**config.mk**
```make
export PLATFORM = sky130hd
export DESIGN_NAME = comment_aware_token_search
export DESIGN_NICKNAME = d
export VERILOG_FILES = /design/src/rtl/core/cats_pkg.sv /design/src/rtl/core/comment_aware_token_search.sv /design/src/rtl/core/cats_cell.sv /design/src/rtl/core/cats_lexer.sv
export SDC_FILE = /design/constraint.sdc
export NUM_CORES = 1
export LEC_CHECK = 0
export ABC_AREA = 1
export BUFFER_PORTS_ARGS = -buffer_cell sky130_fd_sc_hd__buf_4
export CORE_ASPECT_RATIO = 1.25
export CORE_MARGIN = 10
export CORE_UTILIZATION = 40
export DETAILED_ROUTE_END_ITERATION = 8
export GPL_TIMING_DRIVEN = 0
export PLACE_DENSITY = 0.56
export SYNTH_ARGS = -nofsm -noshare
export SYNTH_HDL_FRONTEND = slang
export SYNTH_HIERARCHICAL = 1
export SYNTH_SLANG_ARGS = --single-unit
```
**constraint.sdc**
```tcl
create_clock -name clk -period 13.6 [get_ports clk]
set_input_delay 0 -clock clk [delete_from_list [all_inputs] [get_ports clk]]
set_output_delay 0 -clock clk [all_outputs]
set_load 0.05 [all_outputs]
```
**src/rtl/core/cats_pkg.sv**
```systemverilog
// Shared types, character codes and helper functions for the comment-aware token search.
package cats_pkg;

	localparam int TOKEN_BYTES = 16;

	localparam logic [7:0] CH_SLASH  = 8'h2F;
	localparam logic [7:0] CH_STAR   = 8'h2A;
	localparam logic [7:0] CH_NL     = 8'h0A;
	localparam logic [7:0] CH_BSLASH = 8'h5C;
	localparam logic [7:0] CH_DQUOTE = 8'h22;
	localparam logic [7:0] CH_SQUOTE = 8'h27;
	localparam logic [7:0] CH_UNDER  = 8'h5F;

	typedef enum logic [1:0] {
		CFG_TOKEN_LENGTH = 2'd0,
		CFG_BYTES_LOW    = 2'd1,
		CFG_BYTES_HIGH   = 2'd2
	} cfg_index_t;

	typedef enum logic [4:0] {
		MODE_CODE  = 5'b00001,
		MODE_LINE  = 5'b00010,
		MODE_BLOCK = 5'b00100,
		MODE_STR   = 5'b01000,
		MODE_CHR   = 5'b10000
	} lex_mode_t;

	// One history entry as it moves from cell to cell.
	typedef struct packed {
		logic [7:0] data;
		logic       start_ok;
		logic       valid;
	} hist_t;

	// Role of one cell for the current token length.
	typedef struct packed {
		logic       in_now;
		logic       start_now;
		logic       before_now;
		logic       in_end;
		logic       start_end;
		logic       before_end;
		logic [7:0] exp_now;
		logic [7:0] exp_end;
	} cell_sel_t;

	typedef struct packed {
		logic now_ok;
		logic end_ok;
	} cell_res_t;

	typedef struct packed {
		logic start_cur;
		logic start_fix;
	} lex_out_t;

	function automatic logic is_ident(input logic [7:0] c);
		return (c >= 8'h61 && c <= 8'h7A) || (c >= 8'h41 && c <= 8'h5A) ||
		       (c >= 8'h30 && c <= 8'h39) || (c == CH_UNDER);
	endfunction

	function automatic logic [7:0] tok_byte(input logic [8*TOKEN_BYTES-1:0] tok,
	                                        input logic [3:0] idx);
		return tok[{idx, 3'b000} +: 8];
	endfunction

endpackage

```
**src/rtl/core/comment_aware_token_search.sv**
```systemverilog
// Top level of the comment-aware whole-word token search.
// The block takes C source text one byte per request on the slave stream and reports, on the
// byte marked by tlast, whether the configured token occurs as a whole word whose first byte was
// seen as code (not inside a comment, string or character literal). It accepts one byte every
// clock cycle unless the slave side stalls: the lexer updates its mode and a row of MAX_TOKEN+1
// history cells shifts by one entry per byte, each cell comparing its byte with the token byte
// that its position calls for, and there is no per-file overhead. The found flag appears in
// the master output register on the cycle after the last byte is accepted; the slave side only
// stalls while that register holds a result that has not been taken. After the last byte all
// search state returns to its reset value, ready for the next file. The configuration port writes
// the token length (0 acts as 1, values above MAX_TOKEN act as MAX_TOKEN) and the token bytes,
// and must only be used while no file is in progress.
module comment_aware_token_search #(
	parameter int MAX_TOKEN = 16
) (
	input  logic        clk,
	input  logic        arst_n,
	input  logic        s_tvalid,
	output logic        s_tready,
	input  logic [7:0]  s_tdata,   // [7:0] text_byte
	input  logic        s_tlast,   // last_byte
	output logic        m_tvalid,
	input  logic        m_tready,
	output logic [7:0]  m_tdata,   // [0] token_found, [7:1] zero
	input  logic        cfg_we,
	input  logic [1:0]  cfg_index,
	input  logic [63:0] cfg_data
);
	import cats_pkg::*;

	localparam int HIST = MAX_TOKEN + 1;
	localparam int CW   = $clog2(MAX_TOKEN + 3);

	logic [4:0]               token_length_q;
	logic [63:0]              token_bytes_low_q;
	logic [63:0]              token_bytes_high_q;
	logic [8*TOKEN_BYTES-1:0] tok;
	logic [CW-1:0]            len;

	logic       s_fire;
	logic       m_tvalid_q;
	logic [7:0] m_tdata_q;
	logic       found_q;
	logic       hit_now;
	logic       hit_end;
	logic       found_d;

	lex_out_t        lex;
	hist_t           hist_out [HIST];
	cell_res_t       cell_res [HIST];
	logic [HIST-1:0] now_vec;
	logic [HIST-1:0] end_vec;
	logic [HIST-1:0] valid_vec;

	// Configuration registers.
	always_ff @(posedge clk or negedge arst_n) begin
		if (!arst_n) begin
			token_length_q     <= 5'd1;
			token_bytes_low_q  <= '0;
			token_bytes_high_q <= '0;
		end else if (cfg_we) begin
			unique case (cfg_index_t'(cfg_index))
				CFG_TOKEN_LENGTH: token_length_q     <= cfg_data[4:0];
				CFG_BYTES_LOW:    token_bytes_low_q  <= cfg_data;
				CFG_BYTES_HIGH:   token_bytes_high_q <= cfg_data;
				default: ;
			endcase
		end
	end

	assign tok = {token_bytes_high_q, token_bytes_low_q};

	// Effective token length, clamped into 1..MAX_TOKEN.
	always_comb begin
		if (token_length_q == 5'd0) len = CW'(1);
		else if (token_length_q > 5'(MAX_TOKEN)) len = CW'(MAX_TOKEN);
		else len = CW'(token_length_q);
	end

	// A new byte is taken whenever the output register is free or being emptied.
	assign s_tready = !m_tvalid_q || m_tready;
	assign s_fire   = s_tvalid && s_tready;

	cats_lexer u_lexer (
		.clk    (clk),
		.arst_n (arst_n),
		.step   (s_fire),
		.last   (s_tlast),
		.c      (s_tdata),
		.lex    (lex)
	);

	// Cell k holds the byte that arrived k+1 requests ago. For a match that ends one byte
	// back, cell k carries token byte len-1-k; for a match that ends at the current last
	// byte, it carries token byte len-2-k.
	for (genvar k = 0; k < HIST; k++) begin : g_cell
		cell_sel_t     sel;
		hist_t         shift_in;
		logic          fix;
		logic [CW-1:0] idx_now;
		logic [CW-1:0] idx_end;

		assign idx_now        = len - CW'(k + 1);
		assign idx_end        = len - CW'(k + 2);
		assign sel.in_now     = CW'(k) < len;
		assign sel.start_now  = CW'(k + 1) == len;
		assign sel.before_now = CW'(k) == len;
		assign sel.in_end     = CW'(k + 1) < len;
		assign sel.start_end  = CW'(k + 2) == len;
		assign sel.before_end = CW'(k + 1) == len;
		assign sel.exp_now    = tok_byte(tok, 4'(idx_now));
		assign sel.exp_end    = tok_byte(tok, 4'(idx_end));

		if (k == 0) begin : g_head
			assign shift_in = '{data: s_tdata, start_ok: lex.start_cur, valid: 1'b1};
			assign fix      = lex.start_fix;
		end else begin : g_body
			assign shift_in = hist_out[k-1];
			assign fix      = 1'b0;
		end

		cats_cell u_cell (
			.clk       (clk),
			.arst_n    (arst_n),
			.step      (s_fire),
			.clear     (s_tlast),
			.start_fix (fix),
			.shift_in  (shift_in),
			.sel       (sel),
			.shift_out (hist_out[k]),
			.res       (cell_res[k])
		);

		assign now_vec[k]   = cell_res[k].now_ok;
		assign end_vec[k]   = cell_res[k].end_ok;
		assign valid_vec[k] = hist_out[k].valid;
	end

	// Match that ended on the previous byte: the current byte must not extend the word.
	assign hit_now = !is_ident(s_tdata) && (&now_vec);

	// Match that ends on the final byte of the file itself.
	assign hit_end = s_tlast && (s_tdata == tok_byte(tok, 4'(len - CW'(1)))) &&
	                 (len != CW'(1) || lex.start_cur) && (&end_vec);

	assign found_d = found_q || hit_now || hit_end;

	always_ff @(posedge clk or negedge arst_n) begin
		if (!arst_n) begin
			found_q    <= 1'b0;
			m_tvalid_q <= 1'b0;
		end else begin
			if (s_fire) begin
				found_q <= s_tlast ? 1'b0 : found_d;
			end
			if (s_fire && s_tlast) begin
				m_tvalid_q <= 1'b1;
			end else if (m_tready) begin
				m_tvalid_q <= 1'b0;
			end
		end
	end

	always_ff @(posedge clk) begin
		if (s_fire && s_tlast) begin
			m_tdata_q <= {7'b0, found_d};
		end
	end

	assign m_tvalid = m_tvalid_q;
	assign m_tdata  = m_tdata_q;

	// A waiting result must hold off new bytes.
	a_no_overwrite: assert property (@(posedge clk) disable iff (!arst_n)
		(m_tvalid_q && !m_tready) |-> !s_tready)
		else $error("input accepted while result pending");

	// The end of a file empties the whole history.
	a_clear_on_last: assert property (@(posedge clk) disable iff (!arst_n)
		(s_fire && s_tlast) |=> (valid_vec == '0 && !found_q))
		else $error("history not cleared after last byte");

	// Any other byte enters the head cell.
	a_head_fill: assert property (@(posedge clk) disable iff (!arst_n)
		(s_fire && !s_tlast) |=> valid_vec[0])
		else $error("head cell not filled");

	// Valid entries form an unbroken run from the head of the row.
	if (HIST > 1) begin : g_contig
		a_contiguous: assert property (@(posedge clk) disable iff (!arst_n)
			(valid_vec[HIST-1:1] & ~valid_vec[HIST-2:0]) == '0)
			else $error("gap in history valid bits");
	end

endmodule

```
**src/rtl/core/cats_cell.sv**
```systemverilog
// One history cell: holds a byte with its start and valid flags and checks it against the token.
module cats_cell (
	input  logic                clk,
	input  logic                arst_n,
	input  logic                step,
	input  logic                clear,
	input  logic                start_fix,
	input  cats_pkg::hist_t     shift_in,
	input  cats_pkg::cell_sel_t sel,
	output cats_pkg::hist_t     shift_out,
	output cats_pkg::cell_res_t res
);
	import cats_pkg::*;

	logic [7:0] data_q;
	logic       start_q;
	logic       valid_q;
	logic       start_eff;
	logic       ident_here;

	always_ff @(posedge clk or negedge arst_n) begin
		if (!arst_n) begin
			start_q <= 1'b0;
			valid_q <= 1'b0;
		end else if (step) begin
			start_q <= clear ? 1'b0 : shift_in.start_ok;
			valid_q <= clear ? 1'b0 : shift_in.valid;
		end
	end

	always_ff @(posedge clk) begin
		if (step) begin
			data_q <= shift_in.data;
		end
	end

	// A slash held back in code becomes a legal start once the next byte rules out a comment.
	assign start_eff  = start_q | start_fix;
	assign ident_here = valid_q & is_ident(data_q);

	assign shift_out = '{data: data_q, start_ok: start_eff, valid: valid_q};

	assign res.now_ok = (!sel.in_now || data_q == sel.exp_now) &&
	                    (!sel.start_now || (valid_q && start_eff)) &&
	                    (!sel.before_now || !ident_here);
	assign res.end_ok = (!sel.in_end || data_q == sel.exp_end) &&
	                    (!sel.start_end || (valid_q && start_eff)) &&
	                    (!sel.before_end || !ident_here);

endmodule

```
**src/rtl/core/cats_lexer.sv**
```systemverilog
// Lexer mode tracker that decides which bytes may start a token match.
module cats_lexer (
	input  logic               clk,
	input  logic               arst_n,
	input  logic               step,
	input  logic               last,
	input  logic [7:0]         c,
	output cats_pkg::lex_out_t lex
);
	import cats_pkg::*;

	lex_mode_t mode_q, mode_d;
	logic      slash_q, slash_d;
	logic      skip_q, skip_d;
	logic      star_q, star_d;
	logic      as_code;

	always_comb begin
		mode_d        = mode_q;
		slash_d       = slash_q;
		skip_d        = skip_q;
		star_d        = star_q;
		as_code       = 1'b0;
		lex.start_cur = 1'b0;
		lex.start_fix = 1'b0;
		if (skip_q) begin
			skip_d = 1'b0;
		end else if (slash_q) begin
			slash_d = 1'b0;
			if (c == CH_SLASH) begin
				mode_d = MODE_LINE;
			end else if (c == CH_STAR) begin
				mode_d = MODE_BLOCK;
				star_d = 1'b0;
			end else begin
				lex.start_fix = 1'b1;
				as_code       = 1'b1;
			end
		end else begin
			unique case (mode_q)
				MODE_LINE: begin
					if (c == CH_NL) mode_d = MODE_CODE;
				end
				MODE_BLOCK: begin
					if (star_q && c == CH_SLASH) begin
						mode_d = MODE_CODE;
						star_d = 1'b0;
					end else begin
						star_d = (c == CH_STAR);
					end
				end
				MODE_STR: begin
					if (c == CH_BSLASH) skip_d = 1'b1;
					else if (c == CH_DQUOTE) mode_d = MODE_CODE;
				end
				MODE_CHR: begin
					if (c == CH_BSLASH) skip_d = 1'b1;
					else if (c == CH_SQUOTE) mode_d = MODE_CODE;
				end
				default: begin
					as_code = 1'b1;
				end
			endcase
		end
		if (as_code) begin
			if (c == CH_SLASH) begin
				if (last) lex.start_cur = 1'b1;
				else slash_d = 1'b1;
			end else if (c == CH_DQUOTE) begin
				mode_d = MODE_STR;
			end else if (c == CH_SQUOTE) begin
				mode_d = MODE_CHR;
			end else begin
				lex.start_cur = 1'b1;
			end
		end
	end

	always_ff @(posedge clk or negedge arst_n) begin
		if (!arst_n) begin
			mode_q  <= MODE_CODE;
			slash_q <= 1'b0;
			skip_q  <= 1'b0;
			star_q  <= 1'b0;
		end else if (step) begin
			if (last) begin
				mode_q  <= MODE_CODE;
				slash_q <= 1'b0;
				skip_q  <= 1'b0;
				star_q  <= 1'b0;
			end else begin
				mode_q  <= mode_d;
				slash_q <= slash_d;
				skip_q  <= skip_d;
				star_q  <= star_d;
			end
		end
	end

endmodule
```
==> flow_metrics.env <==
export IMPL_grt_first_pass_wirelength_um=155000
export IMPL_finClkSkew_ps=13.4
export IMPL_fin_tns_setup_ps=0
export IMPL_cts_max_level=2
export IMPL_status="complete, but fails checks"
export IMPL_dr_pass1_iters=6
export IMPL_grt_pass1_vias=23400
export IMPL_final_cell_mix="nand2_1 (1220), o21ai_0 (464), inv_1 (427), nor2_1 (276), xnor2_1 (239)"
export IMPL_numCtsBuffers=36
export IMPL_grt_max_degree=141
export IMPL_final_common_cell="nand2_1"
export IMPL_post_cts_resize_count=0
export IMPL_die_height_um=294
export IMPL_crit_arrival_ps=7290
export IMPL_hold_worst_slack_ps=-33.5
export IMPL_p_sw_frac=0.495
export IMPL_cp_common_cell="nand2_1"
export IMPL_grtUsageTotal=0.298
export IMPL_crit_path_max_incr_delay_ps=970
export IMPL_postCtsSetupRepairBufs=0
export IMPL_portBuffers=82
export IMPL_crit_path_max_fanout=10
export IMPL_drive_gt1_frac=0.0757
export IMPL_cpMaxStageDelayCell="o21ai_0"
export IMPL_worstReg2RegStart="token_length_q[1]"
export IMPL_fin_crit_ps=6860
export IMPL_synth_area_um2=24100
export IMPL_clock_latency_ps=560
export IMPL_io_pin_count=90
export IMPL_crit_type="reg2reg"
export IMPL_holdBufCountCts=79
export IMPL_dieArea_um2=70400
export IMPL_rsz0062_at_grt="false"
export IMPL_avgSynthCellArea_um2=6.69
export IMPL_p_total_mw=5.26
export IMPL_vias=24400
export IMPL_wl_per_cell_um=22.9
export IMPL_power_frac_seq=0.236
export IMPL_critPathLaunch="token_length_q[1]"
export IMPL_row_count=100
export IMPL_power_per_cell_area_nw_per_um2=189
export IMPL_clock_path_buffers=3
export IMPL_hpwlAfterDp_um=87400
export IMPL_drc_errors=0
export IMPL_syn_to_final_growth_pct=15.8
export IMPL_antenna_cells=0
export IMPL_ant_nets=0
export IMPL_antenna_found_initial=1
export IMPL_internal_power_mw=2.66
export IMPL_p_switching_mw=2.61
export IMPL_fmax_mhz=146
export IMPL_die_w_um=239
export IMPL_violations="hold timing"
export IMPL_cts_root_buffer="clkbuf_16"
export IMPL_synth_warnings=6
export IMPL_routabilityCongestion=1.09
export IMPL_layout_nets=3918
export IMPL_cp_start_kind="flop"
export IMPL_ir_drop_uv=104
export IMPL_slew_headroom=0.174
export IMPL_vias_per_cell=5.27
export IMPL_core_area_um2=59600
export IMPL_end_kind="flop"
export IMPL_clkTransAtPathRegs_ps=60
export IMPL_cap_violations=0
export IMPL_grt_ovfl_total=0
export IMPL_netlist_instances=3598
export IMPL_cp_required_ps=14030
export IMPL_setup_violations_final=0
export IMPL_final_max_slew_viol_count=0
export IMPL_drt_wl_total_um=106000
export IMPL_p_clk_frac=0.197
export IMPL_worstMarginPinSlew_ps=1230
export IMPL_power_frac_comb=0.567
export IMPL_start_util=0.404
export IMPL_cts_sinks=314
export IMPL_final_util=0.468
export IMPL_hold_violations=11
export IMPL_min_delay_path_class="in2async"
export IMPL_final_min_period_over_clock_period=0.505
export IMPL_nFillCells=6468
export IMPL_p_leak_nw=13.0
export IMPL_cts_tree="built"
export IMPL_drt_iter0_drc=2195
==> worst paths after layout <==
| kind | end | slack [ps] | cells past startpoint |
|---|---|---|---|
| worst min-delay path | g_cell[4].u_cell/start_q | -30 | 2 |
| worst max register to register | m_tdata[0] | 6740 | 29 |
| worst min register to register | token_bytes_low_q[26] | 480 | 2 |
| max in group asynchronous | token_bytes_low_q[14] | 12590 | 3 |
| worst max-delay path | m_tdata[0] | 6740 | 29 |
| min in group clk | token_length_q[0] | 20 | 4 |
==> routing by layer <==
metal,share of wire,vias to the layer above,track usage,routed length [um]
met1,0.38,11400,0.339,40700
met2,0.48,869,0.515,51300
met5,0,-,0,0
met4,0.079,0,0.204,8350
met3,0.054,272,0.0377,5730
li1,-,11800,-,-
==> metrics by stage <==
stage / setup WS, ps / instances / area [um^2]
after floorplan: 7450 / 3628 / 24200
after global placement: 5330 / 4475 / 25700
after detailed placement: 6900 / 4477 / 25800
after CTS: 6910 / 4622 / 27900
after global routing: 6500 / 4622 / 27900
final: 6740 / 4622 / 27900
==> worst max-delay path, delay by kind of cell (launching register included) <==
| family | cells | cell delay [ps] |
|---|---|---|
| DFF | 1 | 680 |
| xor gates and xnor gates | 1 | 160 |
| and+or+nand+nor | 19 | 2360 |
| AOI/OAI and AO/OA | 2 | 1490 |
| buffers and inverters | 6 | 1570 |
| adders and majority gates | 1 | 440 |
==> final cells by class <==
type                    instances  area (um^2)  share of cell area
flip-flops and latches        314         8550               0.307
multi-input cells            2708        13100               0.471
clock buffers                  59         1130              0.0406
plain buffers                 166          863              0.0310
well taps                     765          957              0.0344
inverters                     440         1660              0.0595
clock inverters                 7          121             0.00436
repair buffers                163         1470              0.0527
==> sequential cells by signal (all words and copies together), names as in the netlist <==
| name | cells |
|---|---|
| token_bytes_low_q | 64 |
| found_q | 1 |
| token_length_q | 5 |
| u_lexer/mode_q | 5 |
| m_tdata | 1 |
| u_lexer/star_q | 1 |
| u_lexer/skip_q | 1 |
| u_lexer/slash_q | 1 |
| m_tvalid | 1 |
| g_cell.u_cell/start_q | 17 |
| g_cell.u_cell/data_q | 136 |
| token_bytes_high_q | 64 |
| g_cell.u_cell/valid_q | 17 |
==> power by group through the flow <==
stage	registers [mW]	logic, mW	clock network, mW
floorplan	1.20	1.90	0
global placement	1.26	2.88	0
detailed placement	1.25	2.89	0
CTS	1.24	2.92	1.06
global route	1.25	3.21	1.09
finish	1.24	2.99	1.04
Note: power is estimated with default switching activity, not from simulation.
